<file path="src/rtl/core/amt_pkg.sv">
`timescale 1ns / 1ps

package amt_pkg;

    // table sizing
    localparam int DEPTH_DEFAULT = 64;
    localparam int DEPTH_MAX     = 1024;
    // wide enough for any cell index or entry count up to DEPTH_MAX
    localparam int POS_W         = $clog2(DEPTH_MAX + 1);

    // item kinds
    localparam logic [1:0] KIND_OBSERVE = 2'd0;
    localparam logic [1:0] KIND_PRUNE   = 2'd1;
    localparam logic [1:0] KIND_LOOKUP  = 2'd2;

    // register select, taken from paddr[2]
    localparam logic REG_CAPACITY  = 1'b0;
    localparam logic REG_AGE_LIMIT = 1'b1;

    // register reset values
    localparam logic [6:0]  CAPACITY_RESET  = 7'd64;
    localparam logic [31:0] AGE_LIMIT_RESET = 32'd60000;

    typedef struct packed {
        logic [1:0]  kind;
        logic [47:0] mac_addr;
        logic [3:0]  channel;
        logic [31:0] now;
    } item_t;

    typedef struct packed {
        logic        hit;
        logic [5:0]  position;
        logic [3:0]  stored_channel;
        logic        evicted;
        logic [6:0]  removed_count;
        logic [6:0]  entry_count;
    } result_t;

    // one table entry as held by a cell
    typedef struct packed {
        logic [47:0] addr;
        logic [3:0]  chan;
        logic [31:0] seen;
    } entry_t;

    // broadcast control for the cell chain
    // cells with shift_lo <= index < shift_hi take their upper neighbor,
    // the cell at load_idx takes load data when load_en is set
    typedef struct packed {
        logic [POS_W-1:0] shift_lo;
        logic [POS_W-1:0] shift_hi;
        logic             load_en;
        logic [POS_W-1:0] load_idx;
    } cell_ctrl_t;

    typedef struct packed {
        logic [6:0]  capacity;
        logic [31:0] age_limit;
    } cfg_t;

endpackage

</file>
<file path="src/rtl/core/amt_cell.sv">
`timescale 1ns / 1ps

module amt_cell
    import amt_pkg::*;
#(
    parameter int IDX = 0
)
(
    input  logic       clk,
    input  cell_ctrl_t ctrl,
    input  entry_t     neighbor,
    input  entry_t     load_data,
    output entry_t     entry
);

    localparam logic [POS_W-1:0] MY_IDX = POS_W'(IDX);

    entry_t entry_reg;
    entry_t entry_next;

    // load wins over shift, otherwise hold
    always_comb
    begin
        entry_next = entry_reg;
        if (ctrl.load_en && (ctrl.load_idx == MY_IDX))
        begin
            entry_next = load_data;
        end
        else if ((MY_IDX >= ctrl.shift_lo) && (MY_IDX < ctrl.shift_hi))
        begin
            entry_next = neighbor;
        end
    end

    // entry storage, no reset needed
    always_ff @(posedge clk)
    begin
        entry_reg <= entry_next;
    end

    assign entry = entry_reg;

endmodule

</file>
<file path="config.mk">
export PLATFORM = sky130hd
export DESIGN_NAME = amt_cell
export DESIGN_NICKNAME = d
export VERILOG_FILES = /design/src/rtl/core/amt_pkg.sv /design/src/rtl/core/amt_cell.sv
export SDC_FILE = /design/constraint.sdc
export NUM_CORES = 1
export LEC_CHECK = 0
export ABC_AREA = 1
export BUFFER_PORTS_ARGS = -buffer_cell sky130_fd_sc_hd__buf_2
export CAP_MARGIN = 30
export CORE_AREA = 3 3 111 113
export CTS_BUF_LIST = sky130_fd_sc_hd__clkbuf_4 sky130_fd_sc_hd__clkbuf_8 sky130_fd_sc_hd__clkbuf_16
export DETAILED_ROUTE_END_ITERATION = 8
export DIE_AREA = 0 0 114 116
export PLACE_DENSITY = 0.69
export REMOVE_ABC_BUFFERS = 1
export SLEW_MARGIN = 40
export SYNTH_ARGS = -nofsm -noshare
export SYNTH_HDL_FRONTEND = slang
export SYNTH_SLANG_ARGS = --single-unit
</file>
<file path="constraint.sdc">
create_clock -name clk -period 5.75 [get_ports clk]
set_input_delay 1.15 -clock clk [delete_from_list [all_inputs] [get_ports clk]]
set_output_delay 1.15 -clock clk [all_outputs]
set_load 0.02 [all_outputs]
</file>
==> results_dict.tcl <==
set metrics [dict create \
    run_status "completed" \
    groute.usage.overall_pct 15.8 \
    place_congestion 0.842 \
    final_util_pct 50.2 \
    crit_buf_inv 2 \
    critPathKind "primary input to register" \
    port-buffer-count 286 \
    worst_pin_slew_ns 0.829 \
    endpoint_kind "register" \
    start_util_pct 34.2 \
    syn_area_per_cell_um2 9.71 \
    p_per_area_nw_per_um2 251 \
    crit_path_frequent_cell "nand2_1" \
    cts_buffer_depth 2 \
    finalWirelength_um 11300 \
    final_layout_size_suffix_gt1_share_pct 45.4 \
    dp_hpwl_um 8450 \
    cts_tree "built" \
    vdd_ir_drop_max_v 0.000155 \
    io_pins 287 \
    pre_cts_slack_ns 2.92 \
    final_common_cell "buf_2" \
    nets 877 \
    crit_chain "buf_2, nor2_1, nand2_1, nor2_4, buf_4, nand3_1, nand2_1" \
    slew_viol_final 0 \
    start_kind "primary input" \
    yosysTopAreaCell "edfxtp_1" \
    core_um2 11400 \
    period_minus_slack_ns 2.50 \
    via_count 3745 \
    synth_top_area_share_pct 64.6 \
    die_w_um 114 \
    root_buffer "clkbuf_16" \
    whs_path_depth 3 \
    maxSlewHeadroom_pct 44.7 \
    cts_inserted_buffers 9 \
    grt_pass1_vias 3523 \
    arrival_ns 2.69 \
    yosysSeqAreaShare_pct 64.6 \
    grt_pass1_wl_um 16600 \
    fmax_mhz 400 \
    power.leakage_nw 2.84 \
    postCtsSetupRepairBufs 0 \
    ant_nets 0 \
    largest_reg_flops 84 \
    clkSinkCount 84 \
    synth_area_leaders "edfxtp_1, nand2_1, nand3_1" \
    syn2layout_area_growth_pct 46.8 \
    setup_violations 0 \
    drv_cap 0 \
    seq_area_um2 2520 \
    path_clk_slew_ns 0.07 \
    antenna_cells 0 \
    holdBufCountCts 0 \
    fillers 1074 \
    holdWs_ns 1.08 \
    rsz0062_at_grt "no" \
    cp.depth 7 \
    synthDistinctLibCells 12 \
    synth_warnings 0 \
    vias_per_cell 4.56 \
    rows 39 \
    cp_max_fo 84 \
    cpMaxStageDelayCell "buf_4" \
    hold_viol 0 \
    synth_cells 402 \
    dr.pass1.iters 6 \
    drc_errors 0 \
    antenna_found_initial 0 \
    synthesis.area_um2 3900 \
    crit_required_ns 5.94 \
    wl_per_cell_um 13.7 \
    ctsResizeCount 0 \
    grt_max_degree 85 \
    slowest_delay_ns 0.60 \
    hold_path.class "primary input to register" \
    synth-seq-cells 84 \
    critPathTopFamily "simple AND/OR/NAND/NOR gates" \
    grt_overflow 0 \
    die_y_um 116 \
    timing.final.crit_share_pct 43.5 \
    drt_iter0_markers 140 \
    htreeDepth 3 \
    finalWorstSetupSlack_ns 3.25 \
    multi_input_area_um2 1200 \
    final_cell_mix "buf_2, nand2_1, nand3_1" \
    dieArea_um2 13200 \
]
[path summary, 6_finish.rpt]
check	from	slack (ns)	to
setup / recovery	ctrl[5]	3.25	entry[15]
hold / removal	neighbor[28]	1.08	entry[28]
[power breakdown]
group / switching, W / internal [W]
logic: 0.0000458 / 0.0000617
clock network: 0.000228 / 0.000430
registers: 0.000000138 / 0.000674
total: 0.000274 / 0.00117
[logic make-up after synthesis]
logic type,count (synthesis),share of synthesized area [%]
flops,84,64.6
simple gates,283,30.1
buf+inv,35,5.29
[layout make-up]
| cell class | instances | share of cell area (%) |
|---|---|---|
| sequential | 84 | 44.0 |
| timing repair buffer | 289 | 25.4 |
| multi-input combinational | 283 | 20.9 |
| clock buffer | 10 | 4.06 |
| tap | 143 | 3.12 |
| clock inverter | 6 | 1.94 |
| inverter | 7 | 0.459 |
[layer usage]
| layer | up-vias | routed length (um) | global-route usage [%] |
|---|---|---|---|
| li1 | 1889 | - | - |
| met1 | 1647 | 4230 | 17.9 |
| met2 | 192 | 5810 | 29.1 |
| met3 | 17 | 1030 | 3.97 |
| met4 | 0 | 193 | 5.15 |
| met5 | - | 0 | 0 |
[metrics by stage]
step,total power (W),instance area (um2),cells,TNS [ns]
after global routing,0.00149,5730,822,0
after floorplan,0.000717,3720,374,-139.16
after CTS,0.00146,5730,822,0
final,0.00144,5730,822,0
after global placement,0.000791,5370,806,0
after detailed placement,0.000795,5380,806,0
[synth_stat cells]
| master | number |
|---|---|
| nor2_2 | 1 |
| nor3_1 | 1 |
| buf_4 | 2 |
| nand3_1 | 85 |
| and2_1 | 1 |
| nand2_1 | 180 |
| buf_6 | 6 |
| nor2_1 | 15 |
| clkbuf_1 | 2 |
| inv_1 | 7 |
| buf_2 | 18 |
| edfxtp_1 | 84 |
(Power assumes the default switching activity.)
