[config.mk]
export PLATFORM = sky130hd
export DESIGN_NAME = amt_seq
export DESIGN_NICKNAME = d
export VERILOG_FILES = /design/src/rtl/core/amt_pkg.sv /design/src/rtl/core/amt_seq.sv
export SDC_FILE = /design/constraint.sdc
export NUM_CORES = 1
export LEC_CHECK = 0
export ABC_AREA = 1
export ABC_CLOCK_PERIOD_IN_PS = 12200
export BUFFER_PORTS_ARGS = -buffer_cell sky130_fd_sc_hd__buf_2
export CORE_UTILIZATION = 33
export DETAILED_ROUTE_END_ITERATION = 10
export PLACE_DENSITY_LB_ADDON = 0.15
export SLEW_MARGIN = 20
export SYNTH_ARGS = -nofsm -noshare
export SYNTH_HDL_FRONTEND = slang
export SYNTH_SLANG_ARGS = --single-unit
[constraint.sdc]
create_clock -name clk -period 12.2 [get_ports clk]
set_input_delay 0.61 -clock clk [delete_from_list [all_inputs] [get_ports clk]]
set_output_delay 0.61 -clock clk [all_outputs]
set_load 0.02 [all_outputs]
[src/rtl/core/amt_pkg.sv]
`timescale 1ns / 1ps

package amt_pkg;

    // table sizing
    localparam int DEPTH_DEFAULT = 64;
    localparam int DEPTH_MAX     = 1024;
    // wide enough for any cell index or entry count up to DEPTH_MAX
    localparam int POS_W         = $clog2(DEPTH_MAX + 1);

    // item kinds
    localparam logic [1:0] KIND_OBSERVE = 2'd0;
    localparam logic [1:0] KIND_PRUNE   = 2'd1;
    localparam logic [1:0] KIND_LOOKUP  = 2'd2;

    // register select, taken from paddr[2]
    localparam logic REG_CAPACITY  = 1'b0;
    localparam logic REG_AGE_LIMIT = 1'b1;

    // register reset values
    localparam logic [6:0]  CAPACITY_RESET  = 7'd64;
    localparam logic [31:0] AGE_LIMIT_RESET = 32'd60000;

    typedef struct packed {
        logic [1:0]  kind;
        logic [47:0] mac_addr;
        logic [3:0]  channel;
        logic [31:0] now;
    } item_t;

    typedef struct packed {
        logic        hit;
        logic [5:0]  position;
        logic [3:0]  stored_channel;
        logic        evicted;
        logic [6:0]  removed_count;
        logic [6:0]  entry_count;
    } result_t;

    // one table entry as held by a cell
    typedef struct packed {
        logic [47:0] addr;
        logic [3:0]  chan;
        logic [31:0] seen;
    } entry_t;

    // broadcast control for the cell chain
    // cells with shift_lo <= index < shift_hi take their upper neighbor,
    // the cell at load_idx takes load data when load_en is set
    typedef struct packed {
        logic [POS_W-1:0] shift_lo;
        logic [POS_W-1:0] shift_hi;
        logic             load_en;
        logic [POS_W-1:0] load_idx;
    } cell_ctrl_t;

    typedef struct packed {
        logic [6:0]  capacity;
        logic [31:0] age_limit;
    } cfg_t;

endpackage

[src/rtl/core/amt_seq.sv]
`timescale 1ns / 1ps

module amt_seq
    import amt_pkg::*;
#(
    parameter int TABLE_DEPTH = DEPTH_DEFAULT
)
(
    input  logic       clk,
    input  logic       rst_n,
    input  cfg_t       cfg,
    input  logic       item_valid,
    output logic       item_stall,
    input  item_t      item,
    output logic       result_valid,
    input  logic       result_stall,
    output result_t    result,
    input  entry_t     head,
    output cell_ctrl_t ctrl,
    output entry_t     load_data
);

    localparam int CW   = $clog2(TABLE_DEPTH + 1);
    localparam int IW   = $clog2(TABLE_DEPTH);
    localparam int CMPW = ((CW > 7) ? CW : 7) + 1;

    typedef enum logic [1:0] {
        S_IDLE,
        S_SCAN,
        S_EDIT,
        S_FINISH
    } state_t;

    state_t          state_reg, state_next;
    item_t           item_reg, item_next;
    logic [CW-1:0]   fill_reg, fill_next;
    logic [CW-1:0]   n_reg, n_next;
    logic [CW-1:0]   k_reg, k_next;
    logic [CW-1:0]   removed_reg, removed_next;
    logic            hit_reg, hit_next;
    logic [IW-1:0]   pos_reg, pos_next;
    logic [3:0]      chan_reg, chan_next;
    logic            evict_reg, evict_next;
    logic [IW-1:0]   best_idx_reg, best_idx_next;
    logic [31:0]     best_seen_reg, best_seen_next;
    logic            result_valid_reg, result_valid_next;
    result_t         result_reg, result_next;

    logic            match;
    logic            drop;
    logic [31:0]     age;
    logic            cap_reached;
    logic [CW-1:0]   n_less;
    logic [CW-1:0]   fill_less;
    entry_t          new_entry;

    // table full against the effective capacity (zero means one, saturates at depth)
    always_comb
    begin
        if (cfg.capacity == 7'd0)
        begin
            cap_reached = (fill_reg != '0);
        end
        else
        begin
            cap_reached = (CMPW'(fill_reg) >= CMPW'(cfg.capacity))
                       || (fill_reg == CW'(TABLE_DEPTH));
        end
    end

    // head entry checks
    assign n_less    = CW'(n_reg - CW'(1));
    assign fill_less = CW'(fill_reg - CW'(1));
    assign age       = item_reg.now - head.seen;
    assign match     = (head.addr == item_reg.mac_addr) && !hit_reg
                    && (item_reg.kind != KIND_PRUNE);
    assign drop      = (item_reg.kind == KIND_PRUNE) && (age >= cfg.age_limit);
    assign new_entry = '{addr: item_reg.mac_addr, chan: item_reg.channel, seen: item_reg.now};

    // sequencer next state
    always_comb
    begin
        state_next        = state_reg;
        item_next         = item_reg;
        fill_next         = fill_reg;
        n_next            = n_reg;
        k_next            = k_reg;
        removed_next      = removed_reg;
        hit_next          = hit_reg;
        pos_next          = pos_reg;
        chan_next         = chan_reg;
        evict_next        = evict_reg;
        best_idx_next     = best_idx_reg;
        best_seen_next    = best_seen_reg;
        result_valid_next = result_valid_reg;
        result_next       = result_reg;
        ctrl              = '0;
        load_data         = head;

        if (result_valid_reg && !result_stall)
        begin
            result_valid_next = 1'b0;
        end

        unique case (state_reg)
            S_IDLE:
            begin
                if (item_valid)
                begin
                    item_next      = item;
                    n_next         = fill_reg;
                    k_next         = '0;
                    removed_next   = '0;
                    hit_next       = 1'b0;
                    pos_next       = '0;
                    chan_next      = 4'd0;
                    evict_next     = 1'b0;
                    best_idx_next  = '0;
                    best_seen_next = '0;
                    if ((item.kind == KIND_OBSERVE) || (item.kind == KIND_PRUNE)
                        || (item.kind == KIND_LOOKUP))
                    begin
                        if (fill_reg == '0)
                        begin
                            state_next = (item.kind == KIND_OBSERVE) ? S_EDIT : S_FINISH;
                        end
                        else
                        begin
                            state_next = S_SCAN;
                        end
                    end
                    else
                    begin
                        state_next = S_FINISH;
                    end
                end
            end

            S_SCAN:
            begin
                // rotate the window through the head, or close it up on a drop
                ctrl.shift_lo = '0;
                ctrl.shift_hi = POS_W'(n_less);
                ctrl.load_en  = !drop;
                ctrl.load_idx = POS_W'(n_less);
                if (match && (item_reg.kind == KIND_OBSERVE))
                begin
                    load_data = '{addr: head.addr, chan: item_reg.channel, seen: item_reg.now};
                end
                if (match)
                begin
                    hit_next  = 1'b1;
                    pos_next  = IW'(k_reg);
                    chan_next = head.chan;
                end
                // oldest so far, first one wins on ties
                if ((k_reg == '0) || (head.seen < best_seen_reg))
                begin
                    best_idx_next  = IW'(k_reg);
                    best_seen_next = head.seen;
                end
                if (drop)
                begin
                    n_next       = n_less;
                    removed_next = CW'(removed_reg + CW'(1));
                end
                k_next = CW'(k_reg + CW'(1));
                if (k_reg == fill_less)
                begin
                    fill_next  = drop ? n_less : n_reg;
                    state_next = (item_reg.kind == KIND_OBSERVE) ? S_EDIT : S_FINISH;
                end
            end

            S_EDIT:
            begin
                // miss: evict the oldest if full, then append
                if (!hit_reg)
                begin
                    ctrl.load_en = 1'b1;
                    load_data    = new_entry;
                    if (cap_reached)
                    begin
                        ctrl.shift_lo = POS_W'(best_idx_reg);
                        ctrl.shift_hi = POS_W'(fill_less);
                        ctrl.load_idx = POS_W'(fill_less);
                        evict_next    = 1'b1;
                    end
                    else
                    begin
                        ctrl.load_idx = POS_W'(fill_reg);
                        fill_next     = CW'(fill_reg + CW'(1));
                    end
                end
                state_next = S_FINISH;
            end

            S_FINISH:
            begin
                if (!result_valid_reg || !result_stall)
                begin
                    result_valid_next            = 1'b1;
                    result_next.hit              = hit_reg;
                    result_next.position         = 6'(pos_reg);
                    result_next.stored_channel   = chan_reg;
                    result_next.evicted          = evict_reg;
                    result_next.removed_count    = 7'(removed_reg);
                    result_next.entry_count      = 7'(fill_reg);
                    state_next                   = S_IDLE;
                end
            end
        endcase
    end

    // state and registered outputs
    always_ff @(posedge clk or negedge rst_n)
    begin
        if (!rst_n)
        begin
            state_reg        <= S_IDLE;
            fill_reg         <= '0;
            result_valid_reg <= 1'b0;
        end
        else
        begin
            state_reg        <= state_next;
            fill_reg         <= fill_next;
            result_valid_reg <= result_valid_next;
        end
    end

    // working payload
    always_ff @(posedge clk)
    begin
        item_reg      <= item_next;
        n_reg         <= n_next;
        k_reg         <= k_next;
        removed_reg   <= removed_next;
        hit_reg       <= hit_next;
        pos_reg       <= pos_next;
        chan_reg      <= chan_next;
        evict_reg     <= evict_next;
        best_idx_reg  <= best_idx_next;
        best_seen_reg <= best_seen_next;
        result_reg    <= result_next;
    end

    assign item_stall   = (state_reg != S_IDLE);
    assign result_valid = result_valid_reg;
    assign result       = result_reg;

    // window plus dropped entries always account for the table
    a_window_count: assert property (@(posedge clk) disable iff (!rst_n)
        (state_reg == S_SCAN) |-> ((n_reg + removed_reg) == fill_reg))
        else $error("scan window and removed count disagree with fill");

    // scan step never passes the last entry
    a_step_bound: assert property (@(posedge clk) disable iff (!rst_n)
        (state_reg == S_SCAN) |-> (k_reg < fill_reg))
        else $error("scan step beyond table fill");

    // an accepted transaction leaves idle
    a_accept_busy: assert property (@(posedge clk) disable iff (!rst_n)
        ((state_reg == S_IDLE) && item_valid) |=> (state_reg != S_IDLE))
        else $error("accepted transaction did not start");

    // eviction only on an observe that missed
    a_evict_miss: assert property (@(posedge clk) disable iff (!rst_n)
        ((state_reg == S_FINISH) && evict_reg)
            |-> (!hit_reg && (item_reg.kind == KIND_OBSERVE)))
        else $error("eviction without an observe miss");

endmodule

==> flow_summary.toml, run 1 <==
[logic_synthesis]
synthDistinctLibCells = 46
post_synthesis_cell_type_with_the_largest_combined_area = "edfxtp_1"
synth_edf_count = 183
postSynthAreaPerCell_sq_um = 7.87
post-synth-top-count-cell = "inv_1"
netlist_area_sq_um = 14400
synth_area_leaders = "edfxtp_1, ha_1, inv_1, nand2_1, a21oi_1"
synth-seq-cells = 193
synth-async-reset-ratio_pct = 5.18
ys_warn_count = 0
netlist.area_leader.share_pct = 38.3
synth.yosys.seq_area_share_pct = 40.0
synth.cells.most_frequent = "inv_1, nand2_1, edfxtp_1, nor2_1, a21oi_1"
ys.flop_type = "edfxtp_1"
synthCells = 1824

[clock_tree]
cts_tree = "yes"
worst_setup_hold_path_clk_slew_ns = 0.10
cts_root_buf = "clkbuf_16"
cts_bufs_inserted = 17
post-cts-setup-buffers = 0
cts.repair.resized = 0
clock-sinks = 193
htree_num_levels = 4
clock_latency_ns = 0.51
cts_hold_buf = 1
clockBufferDepth = 2

[routing]
detail_route.drc_violations = 0
dr.first_iter.drc_count = 777
drt_wl_total_microns = 48500
routed-via-count = 13400
detail_route.first_pass.iterations = 5
drtAntennaViolNets = 0
routed_wire_length_per_instance_microns = 17.7
viasPerCell = 4.88

[setup_path]
path_common_cell = "nand2_1"
critical_path.top_delay_family = "compound AO/OA/AOI/OAI gates"
path_max_fanout = 9
critical-path-max-stage-delay_ns = 0.40
timing_worst_setup_path_type = "flop to output pin"
crit_path_start_kind = "flop"
critical_path_arrival_ns = 4.81
timing.critical_path.to_type = "output pin"
path_cells = "inv_1, ha_1, inv_1, fa_1, nand3_1, nand2_1, a21oi_1, o21ai_0, a21oi_1, o21ai_0, nand2_1, nand2_1, ha_1, nand2_1, inv_1, nand4_1, a21oi_1, nor2_1, nand2_1, nand2_1, nand2_1, a21oi_1, buf_2"
crit_required_ns = 11.59
critical-path-slowest-cell = "edfxtp_1"
timing.critical_path.buf_inv = 4

[pwr]
power.switching_w = 0.00228
p_comb_share_pct = 59.3
ir_drop_mv = 0.146
swShare_pct = 51.9
power_frac_clock_pct = 13.7
pleak_nw = 8.58
p_int_w = 0.00211
sequential_share_of_power_pct = 27.0
power_per_cell_area_nw_per_um2 = 254

[sta]
worst-slew-pin-transition_ns = 0.994
period_needed_ns = 5.42
relSlewSlack_pct = 33.6
timing.final.ws_setup_ns = 6.78
timing.setup.tns_ns = 0
layout_worst_path_cycle_share_pct = 44.4
hold_viol_final = 0
max_clock_freq_mhz = 184
unrepaired_setup_endpoints_after_global_routing = "false"
slew_viol_final = 0
final_setup_violation_count = 0
fin_skew_ns = 0.0216

[min_path]
worstHoldPathType = "input pin to flop"

[layout]
largest_reg_flops = 86
layout_cells_sized_above_1_pct = 19.7
finalNetCount = 2463
layout-area-overhead-vs-synth_pct = 20.6
post_route_cell_area_sq_um = 17300

[global_route]
first_global_vias = 13100
globalRouteTotalUtil_pct = 22.0
grt_max_degree = 70
grt.overflow.total = 0
antenna_violations_before_repair = 13
first_pass_grt_wire_length_microns = 73500

[floorplanning]
floorplan.core_area_sq_um = 43000
dieHeight_microns = 211
initial_core_util_pct = 33.4
die_w_microns = 211
design.die.area_sq_um = 44300
num_rows = 76
floorplan.io_pins = 359

[job]
drv.max_cap_violation_count = 0

[outcome]
status = "finished clean"

[placement]
io_buffer_count = 345
gp_congestion = 0.901
placement.cell_area_sq_um = 16700
dp_hpwl_microns = 36800
pre_cts_ws_ns = 6.97
kinds of logic (layout without fill, tap and decap cells):
kind of cell | Yosys count | after routing | synth area share [%]
AO/OA/AOI/OAI | 301 | 301 | 12.7
XOR/XNOR | 62 | 62 | 3.88
buffers and inverters | 442 | 756 | 12.1
adder cells (fa/ha/maj) | 113 | 113 | 9.90
flip-flops | 193 | 193 | 40.0
other | 1 | 20 | 0.0261
AND/OR/NAND/NOR | 712 | 712 | 21.4
path summary, 6_finish.rpt:
check | from | to | slack, ns | cells after the start
setup / recovery | item_reg[0] | ctrl[11] | 6.78 | 23
hold / removal | item[72] | item_reg[72] | 0.26 | 1
setup reg to reg | item_reg[0] | removed_reg[2] | 7.29 | 21
hold reg to reg | pos_reg[0] | result[19] | 0.42 | 0
max in group asynchronous | rst_n | state_reg[1] | 11.46 | 2
min in group asynchronous | rst_n | fill_reg[6] | 0.52 | 2
power groups by stage:
stage / clock, W / sequential (W) / combinational, W
floorplan: 0 / 0.00119 / 0.00172
global placement: 0 / 0.00120 / 0.00261
detailed placement: 0 / 0.00120 / 0.00262
CTS: 0.000624 / 0.00119 / 0.00264
global route: 0.000642 / 0.00121 / 0.00288
finish: 0.000603 / 0.00119 / 0.00260
routing by layer:
metal	vias to the layer above	GRT usage (%)	wire length (microns)	share of wire [%]
met4	10	8.35	1300	2.7
met3	67	5.93	3040	6.3
met1	6205	27.7	21600	45
met2	400	35.8	22500	46
met5	-	0	63	0.13
li1	6686	-	-	-
cell type report:
cell class	instances	area [sq um]
tap	585	732
clock inverter	15	199
clock buffer	17	425
timing repair buffer	359	1830
inverter	365	1380
sequential	193	5750
multi-input combinational	1201	6980
antenna	7	17.5
fill	4496	25700
layout by cell type (no fill, tap or decap), types with 6 or more instances in the layout:
master       n
xnor2_1     22
o21ai_0     68
edfxtp_1   183
nor3_1      11
a21o_1       6
buf_4       13
dfrtp_1     10
ha_1       110
a31oi_1      8
inv_1      360
nor2_1     160
a221oi_1    36
nand3_1    117
xor2_1      39
conb_1      13
buf_2      345
a21oi_1    134
nand4_1     54
diode_2      7
nand2_1    339
clkbuf_16   17
nor4_1       8
o32ai_1     21
per-stage QoR:
step | power, W | hold slack (ns) | std cells | utilization, %
2_1_floorplan | 0.00291 | 0.314 | 1836 | -
3_3_place_gp | 0.00381 | 0.405 | 2702 | 38.7
3_5_place_dp | 0.00383 | 0.405 | 2702 | 38.7
4_1_cts | 0.00445 | 0.226 | 2735 | 40.2
5_1_grt | 0.00474 | 0.235 | 2739 | 40.2
6_report | 0.00439 | 0.264 | 2742 | 40.3
No activity file was read; power rests on OpenSTA's default activity.
==> inputs of run 2 (changes only) <==
ABC_CLOCK_PERIOD_IN_PS = 4500   (was 12200)
clock period = 4.5 ns   (was 12.2 ns; I/O delays follow)
==> flow_summary.toml, run 2 (synthesized netlist as in run 1, its figures left out) <==
[placement]
pre_cts_ws_ns = 0.361
dp_hpwl_microns = 36600
gp_congestion = 0.894
io_buffer_count = 345

[layout]
layout_cells_sized_above_1_pct = 19.9
finalNetCount = 2564
largest_reg_flops = 86
final_common_cell = "inv_1"
layout_common_cells = "inv_1, buf_2, nand2_1, edfxtp_1, nor2_1"
fillerInstances = 4410
layout-area-overhead-vs-synth_pct = 27.4

[setup_path]
timing_worst_setup_path_type = "flop to output pin"
critical_path.reg2reg.startpoint = "item_reg[27]"
critPathLaunch = "item_reg[2]"
critical-path-slowest-cell = "edfxtp_1"
crit_required_ns = 4.28
path_common_cell = "a21oi_1"
crit_path_start_kind = "flop"
critical_path_arrival_ns = 3.94
path_cells = "ha_1, a21oi_1, nand2_1, a21boi_0, buf_4, inv_1, nand3_1, nand3_2, a21oi_1, xnor2_1, ha_1, a21oi_1, o21ai_0, nand2_1, nand2_1, nor2_1, nand2_2, nand2_2, nand2_2, a21oi_1, buf_4"
timing.critical_path.to_type = "output pin"
critical-path-max-stage-delay_ns = 0.42
path_max_fanout = 4

[sta]
worst-slew-pin-transition_ns = 0.993
max_clock_freq_mhz = 240
hold_viol_final = 0
worst_hold_slack_ns = 0.0382
slew_viol_final = 0
layout_worst_path_cycle_share_pct = 92.7
final_setup_violation_count = 0
relSlewSlack_pct = 33.7
fin_skew_ns = 0.0133
timing.final.ws_setup_ns = 0.330
period_needed_ns = 4.17

[clock_tree]
clock-sinks = 193
cts_tree = "yes"
clock_latency_ns = 0.51
cts_bufs_inserted = 17
htree_num_levels = 4
worst_setup_hold_path_clk_slew_ns = 0.08
clockBufferDepth = 2
cts_root_buf = "clkbuf_16"

[global_route]
globalRouteTotalUtil_pct = 22.7
met2_usage_pct = 37.3
globalRoute.busiestLayer = "met2"
grt_max_degree = 71
first_global_vias = 13500
global_route.usage.met1_pct = 28.6
antenna_violations_before_repair = 5
grtUsageMet3_pct = 5.87
grt.overflow.total = 0
first_pass_grt_wire_length_microns = 76100

[floorplanning]
floorplan.io_pins = 359
design.die.area_sq_um = 44300
dieHeight_microns = 211
floorplan.core_area_sq_um = 43000
initial_core_util_pct = 33.4
num_rows = 76
die_w_microns = 211

[pwr]
pleak_nw = 9.01
power_per_cell_area_nw_per_um2 = 660
ir_drop_mv = 0.736
fin_total_pwr_w = 0.0121

[routing]
routed-via-count = 13900
detail_route.first_pass.iterations = 5
drtAntennaViolNets = 0
drt_wl_total_microns = 49800
detail_route.drc_violations = 0
routed_wire_length_per_instance_microns = 17.5
viasPerCell = 4.89
dr.first_iter.drc_count = 785

[min_path]
worstHoldPathType = "input pin to flop"
hold_path_startpoint = "head[34]"

[job]
drv.max_cap_violation_count = 0

[outcome]
status = "finished clean"
[run 2: cell count changes in the layout (fill, tap and decap cells not counted), sizes merged]
cell         delta
buf            +12
clkbuf          +1
clkinvlp        +1
dlygate4sd3    +89
clkinv          +2
diode           -5
inv             -4
[run 2: area by class of cell]
class | instances | area, sq um | area share, %
multi-input cells | 1201 | 7030 | 38.5
repair buffers | 460 | 2820 | 15.4
well taps | 585 | 732 | 4.00
flip-flops and latches | 193 | 5750 | 31.4
clock inverters | 14 | 150 | 0.821
diodes | 2 | 5.00 | 0.0274
inverters | 365 | 1380 | 7.53
clock buffers | 18 | 429 | 2.35
[run 2: stage by stage]
stage          utilization [%]  instances  setup TNS [ns]  cell area [sq um]
2_1_floorplan                -       1836               0              14400
3_3_place_gp              38.9       2712               0              16700
3_5_place_dp              38.9       2712               0              16700
4_1_cts                   42.4       2835               0              18200
5_1_grt                   42.5       2836        -0.00700              18300
6_report                  42.6       2838               0              18300
[run 2: what timing repair did]
action                                 4_1_cts  5_1_grt
buffers inserted                             1        1
setup endpoints to repair                    1        1
endpoints found under the hold margin       99        0
resized for setup                            4       15
pin swaps                                    1        5
hold buffers                                90        0
[run 2: path summary, 6_finish.rpt]
check / endpoint / slack (ns) / depth (start not counted)
setup / recovery: ctrl[11] / 0.33 / 21
hold / removal: chan_reg[2] / 0.04 / 3
setup reg to reg: removed_reg[5] / 0.78 / 18
hold reg to reg: result[18] / 0.42 / 0
max in group asynchronous: state_reg[1] / 4.09 / 2
min in group asynchronous: fill_reg[3] / 0.15 / 2
[run 2: worst max-delay path: cells and delay by family, from the launching register on]
kind            cells  cell delay (ns)
compound gates      6             0.92
simple gates        9             0.90
fa+ha+maj           2             0.65
flops               1             0.42
buf+inv             3             0.37
xor+xnor            1             0.18
[run 2: routing by layer]
metal	vias to the layer above	share of wire (%)
met2	417	47
met3	68	6.1
met4	6	2.6
li1	6889	-
met5	-	0.072
met1	6492	44
[run 2: report_power, final]
group / total [W] / internal, W / switching (W)
Sequential: 0.00321 / 0.00283 / 0.000384
Clock: 0.00157 / 0.000738 / 0.000831
Combinational: 0.00729 / 0.00225 / 0.00504
Total: 0.0121 / 0.00581 / 0.00625
